### config.mk
export PLATFORM = sky130hd
export DESIGN_NAME = polyline_uniform_resampler
export DESIGN_NICKNAME = d
export VERILOG_FILES = /design/src/rtl/plr_pkg.sv /design/src/rtl/polyline_uniform_resampler.sv /design/src/rtl/plr_div.sv
export SDC_FILE = /design/constraint.sdc
export NUM_CORES = 1
export LEC_CHECK = 0
export ABC_CLOCK_PERIOD_IN_PS = 12300
export BUFFER_PORTS_ARGS = -buffer_cell sky130_fd_sc_hd__buf_2
export CAP_MARGIN = 10
export CORE_ASPECT_RATIO = 1.75
export CORE_UTILIZATION = 44
export CTS_CLUSTER_DIAMETER = 80
export DETAILED_ROUTE_END_ITERATION = 6
export GPL_ROUTABILITY_DRIVEN = 1
export PLACE_DENSITY = 0.59
export SETUP_SLACK_MARGIN = 0.2
export SKIP_CTS_REPAIR_TIMING = 1
export SYNTH_ARGS = -nofsm -noshare
export SYNTH_HDL_FRONTEND = slang
export SYNTH_HIERARCHICAL = 1
export SYNTH_SLANG_ARGS = --single-unit
### constraint.sdc
create_clock -name clock -period 12.3 [get_ports clock]
set_input_delay 2.46 -clock clock [delete_from_list [all_inputs] [get_ports clock]]
set_output_delay 2.46 -clock clock [all_outputs]
set_load 0.1 [all_outputs]
### src/rtl/plr_pkg.sv
`timescale 1ns / 1ps

package plr_pkg;

   // defaults for the top level parameters
   localparam int MAX_PER_SEGMENT_DEF = 63;
   localparam int COORD_BITS_DEF      = 10;

   // fixed field widths of the stream words
   localparam int POINT_W   = 10;
   localparam int SAMPLE_W  = 18;
   localparam int FRAC_BITS = 8;
   localparam int REQ_DATA_W = 24;
   localparam int RSP_DATA_W = 40;
   localparam int RSP_USER_W = 2;

   // rsp_tuser bit positions
   localparam int USER_PATH_END = 0;
   localparam int USER_CLIPPED  = 1;

   // register map
   localparam int  CSR_ADDR_W = 3;
   localparam int  CSR_DATA_W = 32;
   localparam logic CSR_IDX_SAMPLE_INTERVAL = 1'b0;
   localparam logic [7:0] SAMPLE_INTERVAL_RESET = 8'd5;

endpackage

### src/rtl/polyline_uniform_resampler.sv
`timescale 1ns / 1ps

// polyline uniform resampler: keypoints come in one word at a time on req_*, and for each
// segment from the previous keypoint the block sends floor(length/sample_interval) samples
// (at most MAX_PER_SEGMENT, with clipped set when the count saturates) on rsp_* in unsigned
// Q10.8, the quotient of each step truncated toward zero; a keypoint with req_tlast closes
// the path, is sent itself with path_end set, and clears the stored point. The block works
// on one keypoint at a time and drops req_tready while busy. A keypoint with a segment goes
// through one shared multiplier for the squared length and the count search, then one
// shift-subtract divider run per axis, then one sample per cycle while rsp_tready does not
// stall the output. sample_interval is written through the apb port at byte address 0;
// the user must write it only while the block is idle, which the block itself does not
// enforce; zero acts as one.
module polyline_uniform_resampler #(
   parameter int MAX_PER_SEGMENT = plr_pkg::MAX_PER_SEGMENT_DEF,
   parameter int COORD_BITS      = plr_pkg::COORD_BITS_DEF
) (
   input  logic                           clock,
   input  logic                           reset,
   // input keypoint stream
   input  logic                           req_tvalid,
   output logic                           req_tready,
   input  logic [plr_pkg::REQ_DATA_W-1:0] req_tdata,  // point_x[9:0], point_y[19:10], zero pad
   input  logic                           req_tlast,  // final_point
   // sample stream
   output logic                           rsp_tvalid,
   input  logic                           rsp_tready,
   output logic [plr_pkg::RSP_DATA_W-1:0] rsp_tdata,  // sample_x[17:0], sample_y[35:18], pad
   output logic                           rsp_tlast,  // last_of_run
   output logic [plr_pkg::RSP_USER_W-1:0] rsp_tuser,  // path_end[0], clipped[1]
   // register port
   input  logic                           psel,
   input  logic                           penable,
   input  logic                           pwrite,
   input  logic [plr_pkg::CSR_ADDR_W-1:0] paddr,
   input  logic [plr_pkg::CSR_DATA_W-1:0] pwdata,
   output logic [plr_pkg::CSR_DATA_W-1:0] prdata,
   output logic                           pready
);

   localparam int CW    = COORD_BITS;
   localparam int NUM_W = $clog2(MAX_PER_SEGMENT + 2);
   localparam int T_W   = $clog2((MAX_PER_SEGMENT + 1) * 255 + 1);
   localparam int MW    = (CW > T_W) ? CW : T_W;
   localparam int PW    = 2 * MW;
   localparam int CMP_W = PW + 1;
   localparam int L_W   = 2 * CW + 1;
   localparam int DW    = CW + plr_pkg::FRAC_BITS;
   localparam int PTW   = plr_pkg::POINT_W;

   // sequencer states
   typedef enum logic [7:0] {
      ST_IDLE   = 8'b0000_0001,
      ST_LENX   = 8'b0000_0010,
      ST_LENY   = 8'b0000_0100,
      ST_SEARCH = 8'b0000_1000,
      ST_DIVX   = 8'b0001_0000,
      ST_DIVY   = 8'b0010_0000,
      ST_EMIT   = 8'b0100_0000,
      ST_FINAL  = 8'b1000_0000
   } state_type;

   state_type state_ff, state_in;

   // config register
   logic [7:0]       interval_ff, interval_in;
   logic [T_W-1:0]   step_iv;

   // path state
   logic [CW-1:0]    prev_x_ff, prev_x_in, prev_y_ff, prev_y_in;
   logic             have_prev_ff, have_prev_in;

   // per keypoint working registers
   logic [CW-1:0]    cur_x_ff, cur_x_in, cur_y_ff, cur_y_in;
   logic             fin_ff, fin_in;
   logic [CW-1:0]    mag_x_ff, mag_x_in, mag_y_ff, mag_y_in;
   logic             neg_x_ff, neg_x_in, neg_y_ff, neg_y_in;
   logic [L_W-1:0]   len2_ff, len2_in;
   logic [T_W-1:0]   t_ff, t_in;
   logic [NUM_W-1:0] n_ff, n_in;
   logic [NUM_W-1:0] num_ff, num_in;
   logic             clip_ff, clip_in;
   logic [NUM_W-1:0] j_ff, j_in;
   logic [DW-1:0]    quo_x_ff, quo_x_in, quo_y_ff, quo_y_in;
   logic [NUM_W-1:0] rem_x_ff, rem_x_in, rem_y_ff, rem_y_in;
   logic [DW-1:0]    acc_qx_ff, acc_qx_in, acc_qy_ff, acc_qy_in;
   logic [NUM_W-1:0] acc_rx_ff, acc_rx_in, acc_ry_ff, acc_ry_in;

   // output register
   logic             rsp_valid_ff, rsp_valid_in;
   logic [plr_pkg::SAMPLE_W-1:0] rsp_x_ff, rsp_x_in, rsp_y_ff, rsp_y_in;
   logic             rsp_last_ff, rsp_last_in;
   logic             rsp_end_ff, rsp_end_in;
   logic             rsp_clip_ff, rsp_clip_in;

   // shared multiplier
   logic [MW-1:0]    mul_a;
   logic [PW-1:0]    prod;
   logic             too_far;

   // divider hookup
   logic             div_start;
   logic [DW-1:0]    div_dividend;
   logic [NUM_W-1:0] div_divisor;
   logic             div_done;
   logic [DW-1:0]    div_quo;
   logic [NUM_W-1:0] div_rem;

   // misc
   logic             req_fire;
   logic             csr_write;
   logic             out_free;
   logic [CW-1:0]    in_x, in_y;
   logic [NUM_W-1:0] num_sel;
   logic             search_done;
   logic             last_sample;
   logic [NUM_W:0]   rx_sum, ry_sum;
   logic             rx_wrap, ry_wrap;
   logic [DW-1:0]    base_x, base_y, samp_x, samp_y;

   assign req_fire  = req_tvalid && req_tready;
   assign req_tready = (state_ff == ST_IDLE);
   assign csr_write = psel && penable && pwrite;
   assign pready    = 1'b1;
   assign out_free  = !rsp_valid_ff || rsp_tready;

   assign in_x = CW'(req_tdata[PTW-1:0]);
   assign in_y = CW'(req_tdata[2*PTW-1:PTW]);

   // zero spacing behaves as one pixel
   assign step_iv = (interval_ff == 8'd0) ? T_W'(1) : T_W'(interval_ff);

   // squares of the deltas first, then (n+1)*interval squared during the search
   always_comb begin
      unique case (state_ff)
         ST_LENX: mul_a = MW'(mag_x_ff);
         ST_LENY: mul_a = MW'(mag_y_ff);
         default: mul_a = MW'(t_ff);
      endcase
   end
   assign prod    = PW'(mul_a) * PW'(mul_a);
   assign too_far = CMP_W'(prod) > CMP_W'(len2_ff);

   // the search stops on the first too-long multiple or once the count saturates
   assign search_done = too_far || (n_ff == NUM_W'(MAX_PER_SEGMENT));
   assign num_sel     = too_far ? n_ff : NUM_W'(MAX_PER_SEGMENT);

   // start x division leaving the search, y division when x is back
   assign div_start    = ((state_ff == ST_SEARCH) && search_done && (num_sel != '0))
                         || ((state_ff == ST_DIVX) && div_done);
   assign div_dividend = (state_ff == ST_SEARCH) ? {mag_x_ff, plr_pkg::FRAC_BITS'(0)}
                                                 : {mag_y_ff, plr_pkg::FRAC_BITS'(0)};
   assign div_divisor  = (state_ff == ST_SEARCH) ? num_sel : num_ff;

   plr_div #(
      .DW (DW),
      .NW (NUM_W)
   ) u_div (
      .clock     (clock),
      .reset     (reset),
      .start     (div_start),
      .dividend  (div_dividend),
      .divisor   (div_divisor),
      .done      (div_done),
      .quotient  (div_quo),
      .remainder (div_rem)
   );

   // running j*|d|*256/num as quotient plus remainder, one carry check per sample
   assign rx_sum  = (NUM_W+1)'(acc_rx_ff) + (NUM_W+1)'(rem_x_ff);
   assign ry_sum  = (NUM_W+1)'(acc_ry_ff) + (NUM_W+1)'(rem_y_ff);
   assign rx_wrap = rx_sum >= (NUM_W+1)'(num_ff);
   assign ry_wrap = ry_sum >= (NUM_W+1)'(num_ff);

   assign base_x = {prev_x_ff, plr_pkg::FRAC_BITS'(0)};
   assign base_y = {prev_y_ff, plr_pkg::FRAC_BITS'(0)};
   assign samp_x = neg_x_ff ? (base_x - acc_qx_ff) : (base_x + acc_qx_ff);
   assign samp_y = neg_y_ff ? (base_y - acc_qy_ff) : (base_y + acc_qy_ff);

   assign last_sample = ((NUM_W+1)'(j_ff) + (NUM_W+1)'(1)) == (NUM_W+1)'(num_ff);

   always_comb begin
      state_in     = state_ff;
      interval_in  = interval_ff;
      prev_x_in    = prev_x_ff;
      prev_y_in    = prev_y_ff;
      have_prev_in = have_prev_ff;
      cur_x_in     = cur_x_ff;
      cur_y_in     = cur_y_ff;
      fin_in       = fin_ff;
      mag_x_in     = mag_x_ff;
      mag_y_in     = mag_y_ff;
      neg_x_in     = neg_x_ff;
      neg_y_in     = neg_y_ff;
      len2_in      = len2_ff;
      t_in         = t_ff;
      n_in         = n_ff;
      num_in       = num_ff;
      clip_in      = clip_ff;
      j_in         = j_ff;
      quo_x_in     = quo_x_ff;
      quo_y_in     = quo_y_ff;
      rem_x_in     = rem_x_ff;
      rem_y_in     = rem_y_ff;
      acc_qx_in    = acc_qx_ff;
      acc_qy_in    = acc_qy_ff;
      acc_rx_in    = acc_rx_ff;
      acc_ry_in    = acc_ry_ff;
      rsp_valid_in = rsp_valid_ff && !rsp_tready;
      rsp_x_in     = rsp_x_ff;
      rsp_y_in     = rsp_y_ff;
      rsp_last_in  = rsp_last_ff;
      rsp_end_in   = rsp_end_ff;
      rsp_clip_in  = rsp_clip_ff;

      if (csr_write && (paddr[2] == plr_pkg::CSR_IDX_SAMPLE_INTERVAL)) begin
         interval_in = pwdata[7:0];
      end

      unique case (state_ff)
         ST_IDLE: begin
            if (req_fire) begin
               cur_x_in = in_x;
               cur_y_in = in_y;
               fin_in   = req_tlast;
               neg_x_in = in_x < prev_x_ff;
               neg_y_in = in_y < prev_y_ff;
               mag_x_in = (in_x < prev_x_ff) ? (prev_x_ff - in_x) : (in_x - prev_x_ff);
               mag_y_in = (in_y < prev_y_ff) ? (prev_y_ff - in_y) : (in_y - prev_y_ff);
               if (have_prev_ff) begin
                  state_in = ST_LENX;
               end else if (req_tlast) begin
                  state_in = ST_FINAL;
               end else begin
                  // first point of a path: just remember it
                  prev_x_in    = in_x;
                  prev_y_in    = in_y;
                  have_prev_in = 1'b1;
               end
            end
         end
         ST_LENX: begin
            len2_in  = L_W'(prod);
            state_in = ST_LENY;
         end
         ST_LENY: begin
            len2_in  = len2_ff + L_W'(prod);
            t_in     = step_iv;
            n_in     = '0;
            state_in = ST_SEARCH;
         end
         ST_SEARCH: begin
            if (search_done) begin
               num_in  = num_sel;
               clip_in = !too_far;
               if (num_sel != '0) begin
                  state_in = ST_DIVX;
               end else if (fin_ff) begin
                  state_in = ST_FINAL;
               end else begin
                  // segment shorter than one spacing
                  prev_x_in    = cur_x_ff;
                  prev_y_in    = cur_y_ff;
                  have_prev_in = 1'b1;
                  state_in     = ST_IDLE;
               end
            end else begin
               n_in = n_ff + NUM_W'(1);
               t_in = t_ff + step_iv;
            end
         end
         ST_DIVX: begin
            if (div_done) begin
               quo_x_in = div_quo;
               rem_x_in = div_rem;
               state_in = ST_DIVY;
            end
         end
         ST_DIVY: begin
            if (div_done) begin
               quo_y_in  = div_quo;
               rem_y_in  = div_rem;
               acc_qx_in = '0;
               acc_qy_in = '0;
               acc_rx_in = '0;
               acc_ry_in = '0;
               j_in      = '0;
               state_in  = ST_EMIT;
            end
         end
         ST_EMIT: begin
            if (out_free) begin
               rsp_valid_in = 1'b1;
               rsp_x_in     = plr_pkg::SAMPLE_W'(samp_x);
               rsp_y_in     = plr_pkg::SAMPLE_W'(samp_y);
               rsp_last_in  = last_sample && !fin_ff;
               rsp_end_in   = 1'b0;
               rsp_clip_in  = clip_ff;
               acc_qx_in    = acc_qx_ff + quo_x_ff + DW'(rx_wrap);
               acc_qy_in    = acc_qy_ff + quo_y_ff + DW'(ry_wrap);
               acc_rx_in    = rx_wrap ? NUM_W'(rx_sum - (NUM_W+1)'(num_ff)) : NUM_W'(rx_sum);
               acc_ry_in    = ry_wrap ? NUM_W'(ry_sum - (NUM_W+1)'(num_ff)) : NUM_W'(ry_sum);
               j_in         = j_ff + NUM_W'(1);
               if (last_sample) begin
                  if (fin_ff) begin
                     state_in = ST_FINAL;
                  end else begin
                     prev_x_in    = cur_x_ff;
                     prev_y_in    = cur_y_ff;
                     have_prev_in = 1'b1;
                     state_in     = ST_IDLE;
                  end
               end
            end
         end
         ST_FINAL: begin
            // closing keypoint goes out as is, then the path is forgotten
            if (out_free) begin
               rsp_valid_in = 1'b1;
               rsp_x_in     = plr_pkg::SAMPLE_W'({cur_x_ff, plr_pkg::FRAC_BITS'(0)});
               rsp_y_in     = plr_pkg::SAMPLE_W'({cur_y_ff, plr_pkg::FRAC_BITS'(0)});
               rsp_last_in  = 1'b1;
               rsp_end_in   = 1'b1;
               rsp_clip_in  = 1'b0;
               prev_x_in    = '0;
               prev_y_in    = '0;
               have_prev_in = 1'b0;
               state_in     = ST_IDLE;
            end
         end
         default: begin
            state_in = ST_IDLE;
         end
      endcase
   end

   always_ff @(posedge clock) begin
      if (reset) begin
         state_ff     <= ST_IDLE;
         interval_ff  <= plr_pkg::SAMPLE_INTERVAL_RESET;
         prev_x_ff    <= '0;
         prev_y_ff    <= '0;
         have_prev_ff <= 1'b0;
         rsp_valid_ff <= 1'b0;
      end else begin
         state_ff     <= state_in;
         interval_ff  <= interval_in;
         prev_x_ff    <= prev_x_in;
         prev_y_ff    <= prev_y_in;
         have_prev_ff <= have_prev_in;
         rsp_valid_ff <= rsp_valid_in;
      end
      cur_x_ff    <= cur_x_in;
      cur_y_ff    <= cur_y_in;
      fin_ff      <= fin_in;
      mag_x_ff    <= mag_x_in;
      mag_y_ff    <= mag_y_in;
      neg_x_ff    <= neg_x_in;
      neg_y_ff    <= neg_y_in;
      len2_ff     <= len2_in;
      t_ff        <= t_in;
      n_ff        <= n_in;
      num_ff      <= num_in;
      clip_ff     <= clip_in;
      j_ff        <= j_in;
      quo_x_ff    <= quo_x_in;
      quo_y_ff    <= quo_y_in;
      rem_x_ff    <= rem_x_in;
      rem_y_ff    <= rem_y_in;
      acc_qx_ff   <= acc_qx_in;
      acc_qy_ff   <= acc_qy_in;
      acc_rx_ff   <= acc_rx_in;
      acc_ry_ff   <= acc_ry_in;
      rsp_x_ff    <= rsp_x_in;
      rsp_y_ff    <= rsp_y_in;
      rsp_last_ff <= rsp_last_in;
      rsp_end_ff  <= rsp_end_in;
      rsp_clip_ff <= rsp_clip_in;
   end

   // output word
   assign rsp_tvalid = rsp_valid_ff;
   assign rsp_tdata  = plr_pkg::RSP_DATA_W'({rsp_y_ff, rsp_x_ff});
   assign rsp_tlast  = rsp_last_ff;
   assign rsp_tuser  = {rsp_clip_ff, rsp_end_ff};

   // register readback
   assign prdata = (paddr[2] == plr_pkg::CSR_IDX_SAMPLE_INTERVAL)
                   ? plr_pkg::CSR_DATA_W'(interval_ff) : '0;

endmodule

### src/rtl/plr_div.sv
`timescale 1ns / 1ps

module plr_div #(
   parameter int DW = 18,
   parameter int NW = 6
) (
   input  logic          clock,
   input  logic          reset,
   input  logic          start,
   input  logic [DW-1:0] dividend,
   input  logic [NW-1:0] divisor,
   output logic          done,
   output logic [DW-1:0] quotient,
   output logic [NW-1:0] remainder
);

   localparam int CNT_W = $clog2(DW + 1);

   logic             busy_ff, busy_in;
   logic             done_ff, done_in;
   logic [CNT_W-1:0] cnt_ff, cnt_in;
   logic [DW-1:0]    quo_ff, quo_in;
   logic [NW-1:0]    rem_ff, rem_in;
   logic [NW-1:0]    dvs_ff, dvs_in;

   logic [NW:0]      shifted;
   logic             fits;

   // one restoring step per cycle, quotient bits shift in from the right
   always_comb begin
      shifted = {rem_ff, quo_ff[DW-1]};
      fits    = shifted >= {1'b0, dvs_ff};
      busy_in = busy_ff;
      done_in = 1'b0;
      cnt_in  = cnt_ff;
      quo_in  = quo_ff;
      rem_in  = rem_ff;
      dvs_in  = dvs_ff;
      if (start) begin
         busy_in = 1'b1;
         cnt_in  = CNT_W'(DW);
         quo_in  = dividend;
         rem_in  = '0;
         dvs_in  = divisor;
      end else if (busy_ff) begin
         rem_in = fits ? NW'(shifted - {1'b0, dvs_ff}) : NW'(shifted);
         quo_in = {quo_ff[DW-2:0], fits};
         cnt_in = cnt_ff - CNT_W'(1);
         if (cnt_ff == CNT_W'(1)) begin
            busy_in = 1'b0;
            done_in = 1'b1;
         end
      end
   end

   always_ff @(posedge clock) begin
      if (reset) begin
         busy_ff <= 1'b0;
         done_ff <= 1'b0;
         cnt_ff  <= '0;
      end else begin
         busy_ff <= busy_in;
         done_ff <= done_in;
         cnt_ff  <= cnt_in;
      end
      quo_ff <= quo_in;
      rem_ff <= rem_in;
      dvs_ff <= dvs_in;
   end

   assign done      = done_ff;
   assign quotient  = quo_ff;
   assign remainder = rem_ff;

endmodule

==> run_results.csv, run 1 <==
group,metric,value,unit
clock_network,clk_latency,0.57,ns
sta,period_share,92.3,%
clock_network,tritoncts.num_buffers,36,
sta,timing.final.max_slew_violations,0,
route,drt-total-wl,66200,µm
hold_path,hold_path_startpoint,"u_div/quotient[6]",
yosys,yosysTopAreaCell,"edfxtp_1",
yosys,synth.distinct_cells,93,
yosys,synth_async_sr_flop_share,0,%
yosys,yosys_warnings,6,
yosys,synthDominantCellAreaShare,30.0,%
setup_path,reg2reg_from,"state_ff[6]",
floorplanning,io_pins,145,
setup_path,regToRegEndpoint,"u_div/remainder[1]",
setup_path,critical-path-slowest-cell,"or4_1",
floorplanning,die_height,326,µm
setup_path,timing_worst_setup_path_type,"reg2reg",
grt,largest_net_degree_at_the_start_of_global_routing,68,
route,drt_pre_antenna_iters,5,
sta,final-setup-viol-count,0,
sta,worst_pin_slew,1.13,ns
clock_network,tritoncts,"done",
sta,unrepaired_setup_endpoints_after_global_routing,"no",
setup_path,cp_max_fo,16,
route,route.detailed.drc,0,
route,routed-via-count,19500,
sta,fmax,88.0,MHz
setup_path,worst-endpoint-arrival,11.79,ns
sta,timing_hold_violations_final,0,
yosys,yosysSeqAreaShare,33.9,%
route,ant_nets,0,
sta,max_slew_margin,24.7,%
yosys,synthTopCellsByCount,"inv_1, ha_1, edfxtp_1",
yosys,synth.top_cells.by_area,"edfxtp_1, ha_1, fa_1, inv_1, a21oi_1",
yosys,synth-edff-count,264,
yosys,syn_avg_cell_area,9.65,µm²
floorplanning,number_of_placement_rows,118,
clock_network,cts_sinks,316,
floorplanning,core,59400,µm²
route,dr.first_iter.drc_count,807,
yosys,netlist_instances,2741,
yosys,synth_most_common_cell,"inv_1",
hold_path,hold-path-cell-count,0,
yosys,netlist_area,26500,µm²
yosys,predominant_post_synthesis_flop_cell,"edfxtp_1",
placed_design,dp_hpwl,51400,µm
finish,num-nets-final,3307,
finish,final_layout_size_suffix_gt1_share,9.48,%
hold_path,min_to,"quo_x_ff[6]",
run_status,run_status,"finished, final reports clean",
finish,syn2layout_area_growth,9.73,%
clock_network,cts-root-to-sink-buffers,3,
setup_path,worst_setup_path_end_kind,"flip-flop",
setup_path,setup.worst_path.start_class,"flip-flop",
setup_path,r2r_cells,39,
grt,grt_first_pass_wirelength,107000,µm
placed_design,numPortBuffers,85,
grt,track_usage,21.9,%
placed_design,routabilityCongestion,0.911,
finish,final.fill_count,5588,
clock_network,cts_max_level,2,
setup_path,worst-r2r-setup-slack,0.94,ns
sta,period_needed,11.36,ns
floorplanning,die_area,61200,µm²
sta,fin_tns_setup,0,ns
yosys,synth-seq-cells,316,
route,wire_per_inst,18.2,µm
setup_path,cpMostUsedCell,"fa_1",
grt,antenna_found_initial,1,
floorplanning,die_width,187,µm
route,viasPerCell,5.36,
floorplanning,floorplan.initialDensity,44.6,%
clock_network,cts.root.buffer_cell,"clkbuf_16",
setup_path,critical-path-max-stage-delay,0.74,ns
hold_path,worstHoldPathType,"reg2reg",
grt,grt.overflow.total,0,
grt,first_global_vias,20500,
sta,finClkSkew,0.0303,ns
setup_path,worstPathRequired,12.73,ns
flow_run,max-cap-violations,0,
clock_network,clkTransAtPathRegs,0.06,ns
worst max path at each step:
stage,start,to,slack [ns],depth (start not counted)
finish,state_ff[6],u_div/remainder[1],0.94,39
global route,state_ff[6],u_div/remainder[1],0.42,39
CTS,state_ff[6],u_div/remainder[1],0.57,39
detailed placement,state_ff[6],u_div/remainder[1],0.57,39
global placement,state_ff[6],u_div/remainder[1],0.66,39
floorplan,state_ff[6],n_ff[0],1.09,37
per-stage QoR:
step	util, %	hold slack, ns	cells	setup slack (ns)	instance area (µm²)
2_1_floorplan	-	0.441	2776	1.09	26600
3_3_place_gp	46.8	0.464	3563	0.659	27800
3_5_place_dp	46.8	0.477	3563	0.575	27800
4_1_cts	48.9	0.496	3628	0.575	29000
5_1_grt	48.9	0.509	3628	0.420	29000
6_report	48.9	0.486	3629	0.942	29000
flip-flops by register name (all words and copies together) (netlist names), 14 cells and up:
name,cells
quo_x_ff,18
u_div/quotient,18
rsp_y_ff,18
t_ff,14
len2_ff,21
quo_y_ff,18
rsp_x_ff,18
acc_qx_ff,18
acc_qy_ff,18
worst max-delay path, delay by kind of cell, from the launching register on:
kind            cells  cell delay (ns)
simple gates       13             3.80
fa+ha+maj           8             3.73
compound gates     11             2.34
buf+inv             6             0.82
flops               1             0.36
xor+xnor            1             0.19
routing by layer:
metal / global-route usage (%) / routed length [µm]
met1: 23.2 / 24700
met4: 10.2 / 2980
met2: 43.2 / 36600
met3: 1.87 / 1920
met5: 0 / 0
layout by cell type, fill, tap and decap left out, drive strengths merged, types with 7 or more instances in the layout:
cell type / n
o21ai: 117
o21a: 16
o21bai: 46
ha: 284
nor2: 243
nor4b: 7
nor3: 43
edfxtp: 264
clkinv: 14
a21oi: 209
a311oi: 7
and2: 16
mux2: 42
conb: 37
buf: 118
o31ai: 7
dfxtp: 52
a2111oi: 7
clkbuf: 43
or2: 8
nand2: 237
nor3b: 10
nor2b: 44
or3: 15
nand4: 12
xor2: 58
mux2i: 26
a21o: 61
and3: 23
a31oi: 9
fa: 135
nand3: 46
a211oi: 15
xnor2: 114
nand2b: 28
inv: 350
cells by family (layout without fill, tap and decap cells):
| group | Yosys count | count (layout) | share of synthesized area, % |
|---|---|---|---|
| AOI/OAI and AO/OA | 544 | 544 | 13.0 |
| xor gates and xnor gates | 172 | 172 | 5.69 |
| adders and majority gates | 419 | 419 | 23.6 |
| buffers and inverters | 458 | 530 | 7.12 |
| DFF | 316 | 316 | 33.9 |
| muxes | 68 | 68 | 3.05 |
| other | 2 | 38 | 0.0284 |
| and+or+nand+nor | 762 | 762 | 13.6 |
area by class of cell:
class                   count  area (µm²)  share of cell area, %
diodes                      1        2.50                0.00862
clock buffers              43         990                   3.41
clock inverters            22         285                  0.982
inverters                 347        1310                   4.49
multi-input cells        2002       15800                   54.4
flip-flops and latches    316        8970                   30.9
well taps                 780         976                   3.36
repair buffers            118         711                   2.45
Power of run 1 is left out: the tool's default activity adds up to more than one toggle a clock period on the data nets, which glitch-free logic cannot reach.
==> run 2: changes to the inputs <==
--- a/config.mk
+++ b/config.mk
@@ -5,6 +5,7 @@
 export SDC_FILE = /design/constraint.sdc
 export NUM_CORES = 1
 export LEC_CHECK = 0
+export ABC_AREA = 1
 export ABC_CLOCK_PERIOD_IN_PS = 12300
 export BUFFER_PORTS_ARGS = -buffer_cell sky130_fd_sc_hd__buf_2
 export CAP_MARGIN = 10
==> run 2 against run 1 <==
  * First-iteration DRC count increased by 42%
  * Highest routed layer is now met5
  * Wire length increased by 14%
  * Count of clock-buffer cells in the layout up 3
  * Synthesized area is 1.7% higher
  * Via count up 12%
  * Largest cell class unchanged
  * Critical path type unchanged
  * Register-to-register slack gained 0.25 ns
  * Critical path depth rose by 9
==> run_results.csv, run 2 <==
group,metric,value,unit
floorplanning,die_width,189,µm
finish,final_cell_mix,"inv_1, nand2_1, nor2_1",
route,ant_nets,0,
setup_path,worst-r2r-setup-slack,1.19,ns
placed_design,routabilityCongestion,0.925,
finish,num-nets-final,3800,
yosys,syn_avg_cell_area,8.38,µm²
floorplanning,floorplan.initialDensity,44.6,%
grt,grtUsageMet3,2.65,%
setup_path,cp_max_fo,20,
yosys,simple_gate_share_of_the_synthesized_area,18.0,%
clock_network,cts.root.buffer_cell,"clkbuf_16",
placed_design,place_ws,1.12,ns
setup_path,critical-path-slowest-cell,"inv_1",
setup_path,reg2reg_from,"state_ff[2]",
sta,period_needed,11.11,ns
setup_path,worstPathRequired,12.47,ns
route,route.detailed.drc,0,
clock_network,cts_sinks,316,
yosys,synth_xor_area_share,3.25,%
hold_path,worstHoldPathType,"reg2reg",
setup_path,setup.worst_path.start_class,"flip-flop",
setup_path,worst-endpoint-arrival,11.28,ns
hold_path,min_to,"quo_y_ff[6]",
sta,worst_pin_slew,0.999,ns
floorplanning,die_height,329,µm
yosys,synthDominantCellAreaShare,29.5,%
yosys,predominant_post_synthesis_flop_cell,"edfxtp_1",
sta,layout_setup_ws,1.19,ns
yosys,synth_async_sr_flop_share,0,%
sta,timing_hold_violations_final,0,
yosys,yosysSeqAreaShare,33.3,%
run_status,run_status,"finished, final reports clean",
yosys,synth.distinct_cells,58,
route,viasPerCell,5.29,
grt,grt_first_pass_wirelength,118000,µm
flow_run,max-cap-violations,0,
floorplanning,io_pins,145,
yosys,synth-edff-count,264,
floorplanning,core,60300,µm²
yosys,synth_most_common_cell,"inv_1",
finish,finalInstanceArea,29500,µm²
finish,largest-register,"len2_ff",
yosys,synth-seq-cells,316,
route,drt_pre_antenna_iters,5,
sta,fin_tns_setup,0,ns
clock_network,cts-root-to-sink-buffers,3,
yosys,synth.top_cells.by_area,"edfxtp_1, ha_1, fa_1, inv_1, nand2_1",
clock_network,tritoncts,"done",
clock_network,clk_latency,0.55,ns
yosys,synth_compound_gate_area_share,12.0,%
grt,first_global_vias,22500,
sta,period_share,90.3,%
grt,globalRouteMet2Util,48.1,%
setup_path,regToRegEndpoint,"u_div/quotient[1]",
yosys,yosysTopAreaCell,"edfxtp_1",
sta,final-setup-viol-count,0,
grt,grt_util_met1,24.7,%
clock_network,tritoncts.num_buffers,36,
grt,gr-max-usage-layer,"met2",
yosys,synth_mux_area_share,0.186,%
hold_path,hold-path-cell-count,0,
sta,finClkSkew,0.0188,ns
setup_path,critical-path-max-stage-delay,0.70,ns
sta,max_slew_margin,33.2,%
route,routed-via-count,21800,
grt,antenna_found_initial,4,
grt,track_usage,24.5,%
finish,final_layout_size_suffix_gt1_share,7.51,%
yosys,yosys_warnings,6,
placed_design,dp_hpwl,60000,µm
finish,syn2layout_area_growth,9.57,%
placed_design,dpl-instance-area,28300,µm²
route,drt-total-wl,75300,µm
finish,finish.cell_count_without_fillers,4129,
finish,flip_flop_count_of_the_largest_register_after_layout,21,
setup_path,timing_worst_setup_path_type,"reg2reg",
placed_design,numPortBuffers,85,
hold_path,hold_path_startpoint,"u_div/quotient[6]",
grt,grt.overflow.total,0,
finish,layout.cells.most_common,"inv_1",
sta,fmax,90.0,MHz
placed_design,placed_cells_incl_taps,4062,
setup_path,cpMostUsedCell,"nand2_1",
clock_network,cts_max_level,2,
yosys,netlist_area,26900,µm²
sta,timing.final.max_slew_violations,0,
grt,largest_net_degree_at_the_start_of_global_routing,58,
clock_network,clkTransAtPathRegs,0.06,ns
route,wire_per_inst,18.2,µm
yosys,synth_adder_area_share,23.2,%
yosys,dominant_combinational_cell_family_by_area_after_synthesis,"adder cells",
route,dr.first_iter.drc_count,1149,
sta,unrepaired_setup_endpoints_after_global_routing,"no",
setup_path,r2r_cells,48,
yosys,synthTopCellsByCount,"inv_1, nand2_1, nor2_1",
setup_path,worst_setup_path_end_kind,"flip-flop",
floorplanning,number_of_placement_rows,119,
yosys,netlist_instances,3213,
floorplanning,die_area,62200,µm²
## run 2: cell count changes after synthesis, moves of 44 or more
| cell | change |
|---|---|
| nand2_1 | +294 |
| nand3_1 | +54 |
| o21ai_0 | +78 |
| xnor2_1 | -85 |
| nor2_1 | +109 |
| nor2b_1 | -44 |
| inv_1 | +222 |
## run 2: kinds of logic after synthesis
kind of cell               count (synthesis)
buffers and inverters                    668
xor gates and xnor gates                 100
DFF                                      316
muxes                                      5
adders and majority gates                419
and+or+nand+nor                         1132
AOI/OAI and AO/OA                        571
other                                      2
## run 2: final cells by class
cell class	instances	area (µm²)
clock inverters	20	240
inverters	575	2160
repair buffers	121	696
clock buffers	46	980
diodes	1	2.50
fillers	5915	30800
multi-input cells	2264	15500
flip-flops and latches	316	8970
well taps	786	983
## run 2: per-stage QoR
stage / hold WS, ns / util [%]
floorplan: 0.442 / -
global placement: 0.468 / 46.9
detailed placement: 0.464 / 46.9
CTS: 0.479 / 48.9
global route: 0.489 / 48.9
finish: 0.481 / 48.9
## run 2: worst max path at each step
stage                 from                 end  slack, ns  cells past startpoint
3_3_place_gp   state_ff[2]  u_div/quotient[16]       1.35                     46
4_1_cts        state_ff[2]  u_div/quotient[17]       1.10                     48
6_report       state_ff[2]   u_div/quotient[1]       1.19                     48
3_5_place_dp   state_ff[2]  u_div/quotient[15]       1.12                     48
5_1_grt        state_ff[2]  u_div/quotient[11]       0.29                     48
2_1_floorplan  state_ff[7]   u_div/quotient[0]       2.32                     45
## run 2: worst max-delay path, delay by kind of cell (launching register included)
kind	cells	cell delay (ns)
and+or+nand+nor	25	3.57
xor gates and xnor gates	1	0.36
buffers and inverters	11	1.97
adders and majority gates	8	3.60
AOI/OAI and AO/OA	3	0.81
DFF	1	0.37
## run 2: per-layer routing
metal / routed length [µm] / share of wire [%] / vias up
li1: - / - / 10700
met1: 27200 / 36 / 10500
met2: 41200 / 55 / 508
met3: 2530 / 3.4 / 192
met4: 4350 / 5.8 / 4
met5: 25 / 0.033 / -
Power of run 2 is left out for the same reason.
